===== config.mk =====
export PLATFORM = sky130hd
export DESIGN_NAME = optical_flow_frame_parser_top
export DESIGN_NICKNAME = d
export VERILOG_FILES = /design/src/hw/rtl/offp_pkg.sv /design/src/hw/rtl/optical_flow_frame_parser_top.sv
export SDC_FILE = /design/constraint.sdc
export NUM_CORES = 1
export LEC_CHECK = 0
export ABC_AREA = 1
export BUFFER_PORTS_ARGS = -buffer_cell sky130_fd_sc_hd__buf_2
export CORE_UTILIZATION = 52
export DETAILED_ROUTE_END_ITERATION = 6
export GPL_ROUTABILITY_DRIVEN = 0
export PLACE_DENSITY = 0.82
export SLEW_MARGIN = 15
export SYNTH_ARGS = -nofsm -noshare
export SYNTH_HDL_FRONTEND = slang
export SYNTH_SLANG_ARGS = --single-unit

===== constraint.sdc =====
create_clock -name clock -period 6.7 [get_ports clock]
set_input_delay 1.34 -clock clock [delete_from_list [all_inputs] [get_ports clock]]
set_output_delay 1.34 -clock clock [all_outputs]
set_load 0.01 [all_outputs]

===== src/hw/rtl/offp_pkg.sv =====
// Package for the optical flow frame parser: parser phases, frame bytes,
// function codes, report kinds and store geometry. No dependencies.
`default_nettype none

package offp_pkg;

   localparam logic [7:0] HDR_BYTE    = 8'hAA;
   localparam logic [7:0] FUNC_LIMIT  = 8'hF1;
   localparam int         MAX_PAYLOAD = 44;
   localparam int         STORE_DEPTH = 17;
   localparam int         IDX_W       = 6;

   localparam logic [7:0] FUNC_FLOW   = 8'h51;
   localparam logic [7:0] FUNC_HEIGHT = 8'h52;
   localparam logic [7:0] FUNC_IMU    = 8'h53;
   localparam logic [7:0] FUNC_ATT    = 8'h54;

   // store positions
   localparam int POS_FUNC  = 2;
   localparam int POS_LEN   = 3;
   localparam int POS_MODE  = 4;

   typedef enum logic [2:0] {
      PH_IDLE  = 3'd0,
      PH_HDR2  = 3'd1,
      PH_FUNC  = 3'd2,
      PH_LEN   = 3'd3,
      PH_PAY   = 3'd4,
      PH_CKSUM = 3'd5
   } phase_type;

   typedef enum logic [2:0] {
      KIND_FLOW_RAW   = 3'd0,
      KIND_FLOW_FUSED = 3'd1,
      KIND_HGT_RAW    = 3'd2,
      KIND_HGT_FUSED  = 3'd3,
      KIND_IMU_RAW    = 3'd4,
      KIND_IMU_FILT   = 3'd5,
      KIND_EULER      = 3'd6,
      KIND_QUAT       = 3'd7
   } kind_type;

endpackage

`default_nettype wire


===== src/hw/rtl/optical_flow_frame_parser_top.sv =====
// Optical flow frame parser: byte-wise frame sync, checksum, frame decode.
// Depends on offp_pkg.
//
//   channel   dir   handshake              payload
//   req_      in    req_valid/req_ready    req_rx_byte[7:0]
//   rsp_      out   rsp_valid/rsp_ready    rsp_frame_kind, quality, light, word_a..f
//
// One byte per cycle. The checksum byte updates the store and, if the sum
// matches, sets a pending flag; the pending frame is decoded from the store into
// the result register once that register is free. Input stalls only while a decoded
// report waits in the result register and another is pending behind it.
// Synchronous reset returns to idle and zeroes the 17-byte frame store.
`default_nettype none

module optical_flow_frame_parser_top
   import offp_pkg::*;
#(
   parameter int MAX_LEN = MAX_PAYLOAD
)
(
   input  wire logic        clock,
   input  wire logic        reset,
   input  wire logic        req_valid,
   output logic             req_ready,
   input  wire logic [7:0]  req_rx_byte,
   output logic             rsp_valid,
   input  wire logic        rsp_ready,
   output logic [2:0]       rsp_frame_kind,
   output logic [7:0]       rsp_quality,
   output logic [7:0]       rsp_light,
   output logic [15:0]      rsp_word_a,
   output logic [15:0]      rsp_word_b,
   output logic [15:0]      rsp_word_c,
   output logic [15:0]      rsp_word_d,
   output logic [15:0]      rsp_word_e,
   output logic [15:0]      rsp_word_f
);

   phase_type         phase_ff, phase_in;
   logic [IDX_W-1:0]  bytes_left_ff, bytes_left_in;
   logic [IDX_W-1:0]  payload_count_ff, payload_count_in;
   logic [7:0]        sum_ff, sum_in;
   logic [7:0]        store_ff [STORE_DEPTH];
   logic              pend_ff, pend_in;

   logic              rx_take;
   logic              out_free;
   logic              chk_hit;
   logic              wr_en;
   logic [IDX_W-1:0]  wr_idx;

   logic              dec_ok;
   kind_type          dec_kind;
   logic [7:0]        dec_quality, dec_light;
   logic [15:0]       dec_w [6];
   logic              out_load;

   logic              rsp_valid_ff, rsp_valid_in;
   kind_type          kind_ff;
   logic [7:0]        quality_ff, light_ff;
   logic [15:0]       word_ff [6];

   assign out_free  = !rsp_valid_ff || rsp_ready;
   assign req_ready = !pend_ff || out_free;
   assign rx_take   = req_valid && req_ready;

   // ---------------- frame sync ----------------
   always_comb begin
      phase_in         = phase_ff;
      bytes_left_in    = bytes_left_ff;
      payload_count_in = payload_count_ff;
      sum_in           = sum_ff;
      wr_en            = 1'b0;
      wr_idx           = '0;
      chk_hit          = 1'b0;
      if (rx_take) begin
         case (phase_ff)
            PH_IDLE: begin
               if (req_rx_byte == HDR_BYTE) begin
                  wr_en    = 1'b1;
                  wr_idx   = IDX_W'(0);
                  sum_in   = req_rx_byte;
                  phase_in = PH_HDR2;
               end
            end
            PH_HDR2: begin
               if (req_rx_byte == HDR_BYTE) begin
                  wr_en    = 1'b1;
                  wr_idx   = IDX_W'(1);
                  sum_in   = sum_ff + req_rx_byte;
                  phase_in = PH_FUNC;
               end else begin
                  phase_in = PH_IDLE;
               end
            end
            PH_FUNC: begin
               if (req_rx_byte < FUNC_LIMIT) begin
                  wr_en    = 1'b1;
                  wr_idx   = IDX_W'(POS_FUNC);
                  sum_in   = sum_ff + req_rx_byte;
                  phase_in = PH_LEN;
               end else begin
                  phase_in = PH_IDLE;
               end
            end
            PH_LEN: begin
               if (req_rx_byte <= 8'(MAX_LEN)) begin
                  wr_en            = 1'b1;
                  wr_idx           = IDX_W'(POS_LEN);
                  sum_in           = sum_ff + req_rx_byte;
                  bytes_left_in    = req_rx_byte[IDX_W-1:0];
                  payload_count_in = '0;
                  phase_in         = PH_PAY;
               end else begin
                  phase_in = PH_IDLE;
               end
            end
            PH_PAY: begin
               // zero length lands here with nothing left: frame dropped
               if (bytes_left_ff != '0) begin
                  wr_en            = 1'b1;
                  wr_idx           = IDX_W'(POS_MODE) + payload_count_ff;
                  sum_in           = sum_ff + req_rx_byte;
                  bytes_left_in    = bytes_left_ff - IDX_W'(1);
                  payload_count_in = payload_count_ff + IDX_W'(1);
                  if (bytes_left_ff == IDX_W'(1)) begin
                     phase_in = PH_CKSUM;
                  end
               end else begin
                  phase_in = PH_IDLE;
               end
            end
            PH_CKSUM: begin
               // checksum byte lands in the store as well when its position lies inside the store
               wr_en    = 1'b1;
               wr_idx   = IDX_W'(POS_MODE) + payload_count_ff;
               chk_hit  = (sum_ff == req_rx_byte);
               phase_in = PH_IDLE;
            end
            default: begin
               phase_in = PH_IDLE;
            end
         endcase
      end
   end

   always_comb begin
      if (rx_take) begin
         pend_in = chk_hit;
      end else begin
         pend_in = pend_ff && !out_free;
      end
   end

   always_ff @(posedge clock) begin
      if (reset) begin
         phase_ff         <= PH_IDLE;
         bytes_left_ff    <= '0;
         payload_count_ff <= '0;
         sum_ff           <= '0;
         pend_ff          <= 1'b0;
         for (int i = 0; i < STORE_DEPTH; i++) begin
            store_ff[i] <= '0;
         end
      end else begin
         phase_ff         <= phase_in;
         bytes_left_ff    <= bytes_left_in;
         payload_count_ff <= payload_count_in;
         sum_ff           <= sum_in;
         pend_ff          <= pend_in;
         for (int i = 0; i < STORE_DEPTH; i++) begin
            if (wr_en && wr_idx == IDX_W'(i)) begin
               store_ff[i] <= req_rx_byte;
            end
         end
      end
   end

   // ---------------- decode ----------------
   // store byte 0 is the only one that can be written while a decode is pending
   always_comb begin
      dec_ok      = 1'b1;
      dec_kind    = KIND_FLOW_RAW;
      dec_quality = '0;
      dec_light   = '0;
      for (int k = 0; k < 6; k++) begin
         dec_w[k] = '0;
      end
      case (store_ff[POS_FUNC])
         FUNC_FLOW: begin
            dec_quality = store_ff[5];
            if (!store_ff[POS_MODE][0]) begin
               dec_kind  = KIND_FLOW_RAW;
               dec_w[0]  = {{8{store_ff[6][7]}}, store_ff[6]};
               dec_w[1]  = {{8{store_ff[7][7]}}, store_ff[7]};
               dec_light = store_ff[8];
            end else begin
               dec_kind  = KIND_FLOW_FUSED;
               dec_w[0]  = {store_ff[6], store_ff[7]};
               dec_w[1]  = {store_ff[8], store_ff[9]};
               dec_w[2]  = {store_ff[10], store_ff[11]};
               dec_w[3]  = {store_ff[12], store_ff[13]};
               dec_light = store_ff[14];
            end
         end
         FUNC_HEIGHT: begin
            dec_kind = store_ff[POS_MODE][0] ? KIND_HGT_FUSED : KIND_HGT_RAW;
            dec_w[0] = {store_ff[5], store_ff[6]};
         end
         FUNC_IMU: begin
            dec_kind = store_ff[POS_MODE][0] ? KIND_IMU_FILT : KIND_IMU_RAW;
            for (int k = 0; k < 6; k++) begin
               dec_w[k] = {store_ff[5 + 2 * k], store_ff[6 + 2 * k]};
            end
         end
         FUNC_ATT: begin
            dec_kind = store_ff[POS_MODE][0] ? KIND_QUAT : KIND_EULER;
            for (int k = 0; k < 3; k++) begin
               dec_w[k] = {store_ff[5 + 2 * k], store_ff[6 + 2 * k]};
            end
            if (store_ff[POS_MODE][0]) begin
               dec_w[3] = {store_ff[11], store_ff[12]};
            end
         end
         default: begin
            dec_ok = 1'b0;
         end
      endcase
      if (store_ff[POS_MODE] > 8'd1) begin
         dec_ok = 1'b0;
      end
   end

   assign out_load     = pend_ff && dec_ok && out_free;
   assign rsp_valid_in = out_load || (rsp_valid_ff && !rsp_ready);

   always_ff @(posedge clock) begin
      if (reset) begin
         rsp_valid_ff <= 1'b0;
      end else begin
         rsp_valid_ff <= rsp_valid_in;
      end
   end

   always_ff @(posedge clock) begin
      if (out_load) begin
         kind_ff    <= dec_kind;
         quality_ff <= dec_quality;
         light_ff   <= dec_light;
         for (int k = 0; k < 6; k++) begin
            word_ff[k] <= dec_w[k];
         end
      end
   end

   assign rsp_valid      = rsp_valid_ff;
   assign rsp_frame_kind = kind_ff;
   assign rsp_quality    = quality_ff;
   assign rsp_light      = light_ff;
   assign rsp_word_a     = word_ff[0];
   assign rsp_word_b     = word_ff[1];
   assign rsp_word_c     = word_ff[2];
   assign rsp_word_d     = word_ff[3];
   assign rsp_word_e     = word_ff[4];
   assign rsp_word_f     = word_ff[5];

   // ---------------- assertions ----------------
   a_stall_only_when_full: assert property (@(posedge clock) disable iff (reset)
      !req_ready |-> (pend_ff && rsp_valid_ff))
      else $error("input stalled without a waiting report");

   a_cksum_to_idle: assert property (@(posedge clock) disable iff (reset)
      (rx_take && phase_ff == PH_CKSUM) |=> (phase_ff == PH_IDLE))
      else $error("parser did not return to idle after checksum byte");

   a_payload_bound: assert property (@(posedge clock) disable iff (reset)
      (phase_ff == PH_PAY) |->
         ({1'b0, payload_count_ff} + {1'b0, bytes_left_ff} <= (IDX_W + 1)'(MAX_LEN)))
      else $error("payload count beyond frame length limit");

   a_pend_kept: assert property (@(posedge clock) disable iff (reset)
      (pend_ff && !out_free) |=> pend_ff)
      else $error("pending frame lost while result register full");

endmodule

`default_nettype wire


### Word-level counts from Yosys, hierarchy flattened

Memories as Yosys holds them, arrays and structs flattened.
Cells that the tools add are included.

| word-level totals | value |
|---|---|
| memory bits (read-only) | 0 |
| memories kept | 2 |
| output and inout bits | 117 |
| bits of input ports | 12 |
| bits in writable memories | 232 |
| register bits | 44 |
| bits in latches | 0 |

Memories:

| name | depth | bits a word | read ports | clocked after Yosys merged registers in | wr ports | line | source |
|---|---|---|---|---|---|---|---|
| store_ff | 17 | 8 | 14 | 0 | 17 | optical_flow_frame_parser_top.sv:43 | `logic [7:0] store_ff [STORE_DEPTH];` |
| word_ff | 6 | 16 | 6 | 0 | 6 | optical_flow_frame_parser_top.sv:61 | `logic [15:0] word_ff [6];` |

| operators by class | value |
|---|---|
| reductions and logical operators | 40 |
| $add $sub $neg | 4 |
| shift operators | 0 |
| $lt $le $gt $ge | 3 |
| eq/ne operators | 34 |
| multiplexer cells | 119 |
| div/mod/pow operators | 0 |
| bitwise operators | 17 |
| multipliers | 0 |

Operators with widths:

| kind | number |
|---|---|
| 8-bit two-way mux | 23 |
| 48-bit one-hot mux with 3 select lines | 1 |
| 1-bit two-way mux | 69 |
| 32-bit two-way mux | 2 |
| 6-bit by 4-bit == test with 1-bit output, second input constant | 8 |
| 8-bit one-hot mux with 5 select lines | 1 |
| 6-bit two-way mux | 6 |
| 8-bit by 7-bit == test with 1-bit output, second input constant | 4 |
| 16-bit one-hot mux with 2 select lines | 1 |
| 31-bit two-way mux | 1 |
| 6-bit one-hot mux with 5 select lines | 1 |
| 6-bit by 3-bit == test with 1-bit output, second input constant | 4 |
| 6-bit one-hot mux with 2 select lines | 2 |
| 1-bit logical AND | 22 |
| 1-bit bitwise OR | 17 |
| 16-bit two-way mux | 1 |
| 3-bit one-hot mux with 5 select lines | 1 |
| 6-bit by 1-bit == test with 1-bit output, second input constant | 2 |
| 6-bit by 2-bit == test with 1-bit output, second input constant | 2 |
| 3-bit two-way mux | 4 |
| 3-bit one-hot mux with 4 select lines | 1 |
| 2-bit inequality test, second input constant | 5 |
| 8-bit adder | 1 |
| 8-bit == test | 1 |
| 27 further kinds | 37 |

### Longest topological paths before layout

Gate-level depths: netlist of run 1.

| logic depth | value |
|---|---|
| depth in word-level cells | 11 |
| mapped depth | 17 |
| depth with buffers taken out | 17 |

### Least setup slack after synthesis of run 1

Ideal clock, no wire load.

| timing path | value |
|---|---|
| kind | input to register |
| start point | input rsp_ready |
| end point | register kind_ff[0], in the netlist rsp_frame_kind[0] (enable) |
| required time | 6.110 ns |
| path buffers | 0 |
| setup time | 0.590 ns |
| data arrival time | 6.137 ns |
| stages | 2 |
| slack | -0.028 ns |
| cells stage by stage | nor2_2 > nor2_1 |

| between the ends | value |
|---|---|
| cells in the longest elaborated chain, start to end | 2 |

RTL lines:

| element | line | source |
|---|---|---|
| from (decl) | optical_flow_frame_parser_top.sv:27 | `input wire logic rsp_ready,` |
| 1-bit logical OR | optical_flow_frame_parser_top.sv:63 | `assign out_free = !rsp_valid_ff \|\| rsp_ready;` |
| 1-bit logical AND | optical_flow_frame_parser_top.sv:234 | `assign out_load = pend_ff && dec_ok && out_free;` |
| via out_load | optical_flow_frame_parser_top.sv:56 | `logic out_load;` |
| to (signal assigned) | optical_flow_frame_parser_top.sv:247 | `kind_ff <= dec_kind;` |
| to (decl) | optical_flow_frame_parser_top.sv:59 | `kind_type kind_ff;` |

The timed path passes the listed nets, and every way through them passes these cells.
A chain may end at the register's enable or synchronous reset.

==> metrics.cfg, run 1 <==
[floorplanning]
die_y_um=143.2
die_w_um=143.2
start_util_pct=53.08
coreArea_mm2=0.01953
ioPinCount=129
die_area_mm2=0.02050
rows=51

[place]
dp_cells=1236
place_area_mm2=0.01127
hpwlAfterDp_um=14250
pre_cts_ws_ns=2.743
io_buffers=128

[grt]
use_met1_pct=26.26
grt_use_total_pct=19.88
antenna_found_initial=0
grt_pass1_wl_um=31340
gr-usage-met2_pct=32.63
grt-ovfl-total=0
grt_pass1_vias=6314
grt_max_degree=70
met3_usage_pct=3.555
grt.busiest_layer=met2

[setup_path]
critPathMaxStageDelay_ns=0.73
critPathBufInv=3
worstPathRequired_ns=6.84
crit_type=flip-flop to flip-flop
endpoint_kind=flip-flop
slowest_stage=buf_4
cp_max_fo=69
start_kind=flip-flop
path_cells=nor2_1, nand3_1, inv_1, nand4_1, nand2_1, nor2_1, nand2_1, nand3_1, nor2_4, buf_4, buf_4
critPathTopFamily=simple AND/OR/NAND/NOR gates
cp.arrival_ns=3.84

[pwr]
pwr-share-seq_pct=56.4
p_sw_share_pct=19.77
p_int_mw=2.463
totalPowerFinal_mw=3.070
combPwrFrac_pct=2.1
power.density_mw_per_mm2=255.5
ir_drop_v=0.0001479
p_sw_mw=0.6070
p_leak_nw=4.700
clkPwrFrac_pct=41.5

[clock_network]
cts_tree=yes
cts_root_buffer=clkbuf_16
cts_hold_buf=0
cts_buffer_depth=3
post_cts_buffers=0
cts_resized=0
cts_buffers=25
clk_pin_slew_ns=0.06
cts.htree.levels=1
clock_latency_ns=0.51
cts_sinks=252

[finish]
multi_input_area_mm2=0.002409
regArea_mm2=0.007317
nFillCells=1427
fin_area_mm2=0.01202
diodes=0
syn2layout_area_growth_pct=15.94
drive_above_1_share_pct=21.65
final_cell_count_no_fill=1281
post-route-util_pct=61.53
nets=1024

[synthesis]
ys_dominant_reg_cell=edfxtp_1
synthTopCellsByArea=edfxtp_1 66%, dfxtp_1 4.8%, inv_1 4.8%
avgSynthCellArea_um2=12.02
synthArstFlopShare_pct=0
syn_area_mm2=0.01036
seq_area_frac_synth_pct=70.60
synth-edff-count=227
synth_cells=862
ys_types=41
syn_nets=888
synth_largest_area_cell=edfxtp_1
yosysMostFrequentCell=edfxtp_1
synth_commonest_cells=227 x edfxtp_1, 133 x inv_1, 94 x nand2_1
synth-seq-cells=252
synth_top_area_share_pct=65.77
yosysWarningCount=0

[outcome]
outcome=completed

[sta]
whs_ns=0.4741
rsz0062_at_grt=no
post-route-min-period_ns=3.703
slew_headroom_pct=38.41
fin_tns_setup_ns=0
fin_ws_ns=2.997
worst_pin_slew_ns=0.9168
period_share_pct=55.27
fmax_ghz=0.2701
maxSlewViolCount=0
finalHoldViolCount=0
skew_ns=0.01094
setup_violations=0

[routing]
vias=6900
wl_um=20680
drt_iter0_drc=573
drc=0
wl_per_cell_um=16.14
routed_via_density=5.386
ant_nets=0
dr.pass1.iters=6

[min_path]
min_path_type=flip-flop to flip-flop

[flow_run]
cap_violations=0

[logic make-up (layout without fill, tap and decap cells)]
logic type                 after synthesis  in the layout  share of synthesized area, %
AOI/OAI and AO/OA                      166            166                         9.369
buffers and inverters                  167            321                         6.230
DFF                                    252            252                         70.60
adders and majority gates               14             14                         1.763
and+or+nand+nor                        254            254                         11.28
xor gates and xnor gates                 9              9                        0.7606
[layout by cell type (no fill, tap or decap), types with 5 or more instances in the layout]
cell / count
nand2_1: 94
a31oi_1: 5
clkbuf_1: 6
o21ai_1: 11
nor3_1: 5
ha_1: 13
buf_2: 128
clkinv_2: 6
a22oi_1: 6
dfxtp_1: 25
clkinv_1: 5
nor2_2: 8
clkbuf_16: 25
o22ai_1: 38
nand2_2: 9
a21oi_1: 26
xor2_1: 6
nor4_1: 5
a21oi_2: 8
o21ai_0: 66
nor2_1: 82
edfxtp_1: 227
inv_2: 10
inv_1: 133
nand3_1: 31
[routing by layer]
metal  vias to the layer above  wire [um]
li1                       3267          -
met1                      3267       8717
met2                       322       9900
met3                        44       1551
met4                         0        512
met5                         -          0
[registers in the layout, summed over array words and instances, names as in the netlist, 6 cells and up]
| signal | count |
|---|---|
| store_ff | 112 |
| bytes_left_ff | 6 |
| word_ff | 96 |
| rsp_light | 8 |
| payload_count_ff | 6 |
| rsp_quality | 8 |
| sum_ff | 8 |
[tightest hold or removal path: stages, from the launching register on]
cell and delay [ns]:
dfxtp_1 0.31, nand2_1 0.06, a21oi_1 0.06
[power by group through the flow]
stage               clock [mW]  sequential [mW]  combinational (mW)
floorplan                    0             1.76              0.0423
global placement             0             1.76              0.0606
detailed placement           0             1.76              0.0627
CTS                       1.29             1.73              0.0634
global route              1.35             1.73              0.0707
finish                    1.27             1.73              0.0636
[worst paths after layout]
kind	slack [ns]	start	to	cells past startpoint
setup / recovery	3.00	store_ff[0][23]	word_ff[3][10]	11
hold / removal	0.47	sum_ff[6]	sum_ff[6]	2
setup reg to reg	3.00	store_ff[0][23]	word_ff[3][10]	11
hold reg to reg	0.47	sum_ff[6]	sum_ff[6]	2
[cell type report]
| type | instances | share of cell area (%) |
|---|---|---|
| Clock buffer | 31 | 5.394 |
| Clock inverter | 14 | 0.8331 |
| Inverter | 145 | 4.551 |
| Multi-Input combinational cell | 443 | 20.05 |
| Sequential cell | 252 | 60.90 |
| Tap cell | 265 | 2.760 |
| Timing Repair Buffer | 131 | 5.519 |
(Power assumes the default switching activity.)
==> inputs of run 2 (changes only) <==
CORE_UTILIZATION = 58   (was 52)
PLACE_DENSITY = 0.86   (was 0.82)
clock period = 3.6 ns   (was 6.7 ns; I/O delays follow)
==> run 2 against run 1 <==
Net effect: die area is 10% lower; sequential share of layout area decreased by 0.79 points; largest power group unchanged; design area increased by 1.3%; power increased by 92%; clock-buffer cell count unchanged; global-route usage increased by 5.5 points.
==> metrics.cfg, run 2 (synthesis results as in run 1) <==
[floorplanning]
coreArea_mm2=0.01736  ; was 0.01953 mm^2
start_util_pct=59.71  ; was 53.08%
die_area_mm2=0.01841  ; was 0.02050 mm^2
die_y_um=135.7  ; was 143.2 um
rows=48  ; was 51
ioPinCount=129  ; unchanged
die_w_um=135.7  ; was 143.2 um

[clock_network]
cts_resized=0  ; unchanged
cts_buffers=25  ; unchanged
cts.htree.levels=1  ; unchanged
clock_latency_ns=0.52  ; was 0.51 ns
cts_tree=yes  ; unchanged
cts_hold_buf=0  ; unchanged
cts_root_buffer=clkbuf_16  ; unchanged
cts_sinks=252  ; unchanged
post_cts_buffers=0  ; unchanged
cts_buffer_depth=3  ; unchanged
clk_pin_slew_ns=0.06  ; about the same

[finish]
syn2layout_area_growth_pct=17.46  ; was 15.94%
top_register=store_ff  ; unchanged
diodes=0  ; unchanged
post-route-util_pct=70.13  ; was 61.53%
nFillCells=1143  ; was 1427
final_common_cell=edfxtp_1  ; unchanged
top_regs=store_ff: 112 flops, word_ff: 96 flops  ; unchanged
fin_area_mm2=0.01217  ; was 0.01202 mm^2
final_cell_mix=227 x edfxtp_1, 133 x inv_1, 128 x buf_2, 94 x nand2_1, 82 x nor2_1  ; unchanged
largest_reg_flops=112  ; unchanged
drive_above_1_share_pct=23.20  ; was 21.65%
nets=1038  ; was 1024

[sta]
fin_ws_ns=0.5906  ; was 2.997 ns
skew_ns=0.01035  ; was 0.01094 ns
period_share_pct=83.59  ; was 55.27%
fmax_ghz=0.3323  ; was 0.2701 GHz
worst_pin_slew_ns=0.8911  ; was 0.9168 ns
post-route-min-period_ns=3.009  ; was 3.703 ns
finalHoldViolCount=0  ; unchanged
setup_violations=0  ; unchanged
maxSlewViolCount=0  ; unchanged
slew_headroom_pct=40.14  ; was 38.41%
rsz0062_at_grt=no  ; unchanged
fin_tns_setup_ns=0  ; unchanged

[grt]
grt_max_degree=49  ; was 70
met3_usage_pct=3.442  ; was 3.555%
use_met1_pct=33.20  ; was 26.26%
gr-usage-met2_pct=42.43  ; was 32.63%
grt_pass1_wl_um=35680  ; was 31340 um
grt.busiest_layer=met2  ; unchanged
grt_use_total_pct=25.42  ; was 19.88%
grt_pass1_vias=6841  ; was 6314
grt-ovfl-total=0  ; unchanged
antenna_found_initial=0  ; unchanged

[pwr]
ir_drop_v=0.0004385  ; was 0.0001479 V
power.density_mw_per_mm2=485.1  ; was 255.5 mW/mm^2
totalPowerFinal_mw=5.906  ; was 3.070 mW
p_leak_nw=4.813  ; was 4.700 nW

[place]
hpwlAfterDp_um=15820  ; was 14250 um
io_buffers=128  ; unchanged
pre_cts_ws_ns=0.4192  ; was 2.743 ns
place_area_mm2=0.01136  ; was 0.01127 mm^2

[routing]
routed_via_density=5.767  ; was 5.386
wl_um=23120  ; was 20680 um
drt_iter0_drc=781  ; was 573
ant_nets=0  ; unchanged
vias=7238  ; was 6900
dr.pass1.iters=6  ; unchanged
drc=0  ; unchanged
wl_per_cell_um=18.42  ; was 16.14 um

[setup_path]
worstPathRequired_ns=3.81  ; was 6.84 ns
start_kind=flip-flop  ; unchanged
cp_max_fo=14  ; was 69
cp.arrival_ns=3.22  ; was 3.84 ns
ff2ff_path_depth=9  ; was 11
endpoint_kind=flip-flop  ; unchanged
crit_type=flip-flop to flip-flop  ; unchanged

[flow_run]
cap_violations=0  ; unchanged

[min_path]
min_path_cells=2  ; unchanged
min_path_type=flip-flop to flip-flop  ; unchanged

[outcome]
outcome=completed  ; unchanged

run 2: cell count changes in the layout (fill, tap and decap cells not counted), sizes merged:
| cell | previous run | this run |
|---|---|---|
| inv | 146 | 145 |
| buf | 131 | 145 |
| bufinv | 1 | 2 |
run 2: final cells by class:
cell class / instances / area (um^2) / share of cell area [%]
sequential: 252 / 7317 / 60.11
multi-input combinational: 443 / 2409 / 19.79
timing repair buffer: 145 / 805.8 / 6.619
clock buffer: 31 / 678.2 / 5.571
inverter: 145 / 546.8 / 4.492
tap: 225 / 281.5 / 2.313
clock inverter: 14 / 135.1 / 1.110
run 2: worst paths after layout:
| kind | start | endpoint | slack [ns] |
|---|---|---|---|
| worst min register to register | sum_ff[5] | sum_ff[5] | 0.47 |
| worst max register to register | phase_ff[1] | store_ff[3][10] | 0.59 |
| worst max-delay path | phase_ff[1] | store_ff[3][10] | 0.59 |
| worst min-delay path | sum_ff[5] | sum_ff[5] | 0.47 |
run 2: metrics by stage:
step / cells / hold slack, ns
after global routing: 1255 / 0.4867
final: 1255 / 0.4725
after floorplan: 862 / 0.4475
after global placement: 1210 / 0.4684
after CTS: 1255 / 0.4732
after detailed placement: 1210 / 0.4653
run 2: critical path: stages (launching register included):
cell	delay (ns)
dfxtp_1	0.36
inv_2	0.12
nand2_2	0.08
nor2_2	0.49
nand2_2	0.19
nand3_1	0.15
o21ai_1	0.10
nor2_2	0.38
inv_2	0.22
a21oi_2	0.61
run 2: power breakdown:
| part | leakage [nW] | switching [mW] | internal, mW |
|---|---|---|---|
| clock network | 0.401 | 1.07 | 1.49 |
| registers | 2.42 | 0.0222 | 3.20 |
| logic | 1.99 | 0.0941 | 0.0311 |
| total | 4.81 | 1.19 | 4.72 |
run 2: layer usage:
| metal | part of all wire (%) | wire [um] |
|---|---|---|
| met1 | 39 | 8915 |
| met5 | 0 | 0 |
| met2 | 49 | 11430 |
| met4 | 3.8 | 885 |
| met3 | 8.2 | 1887 |
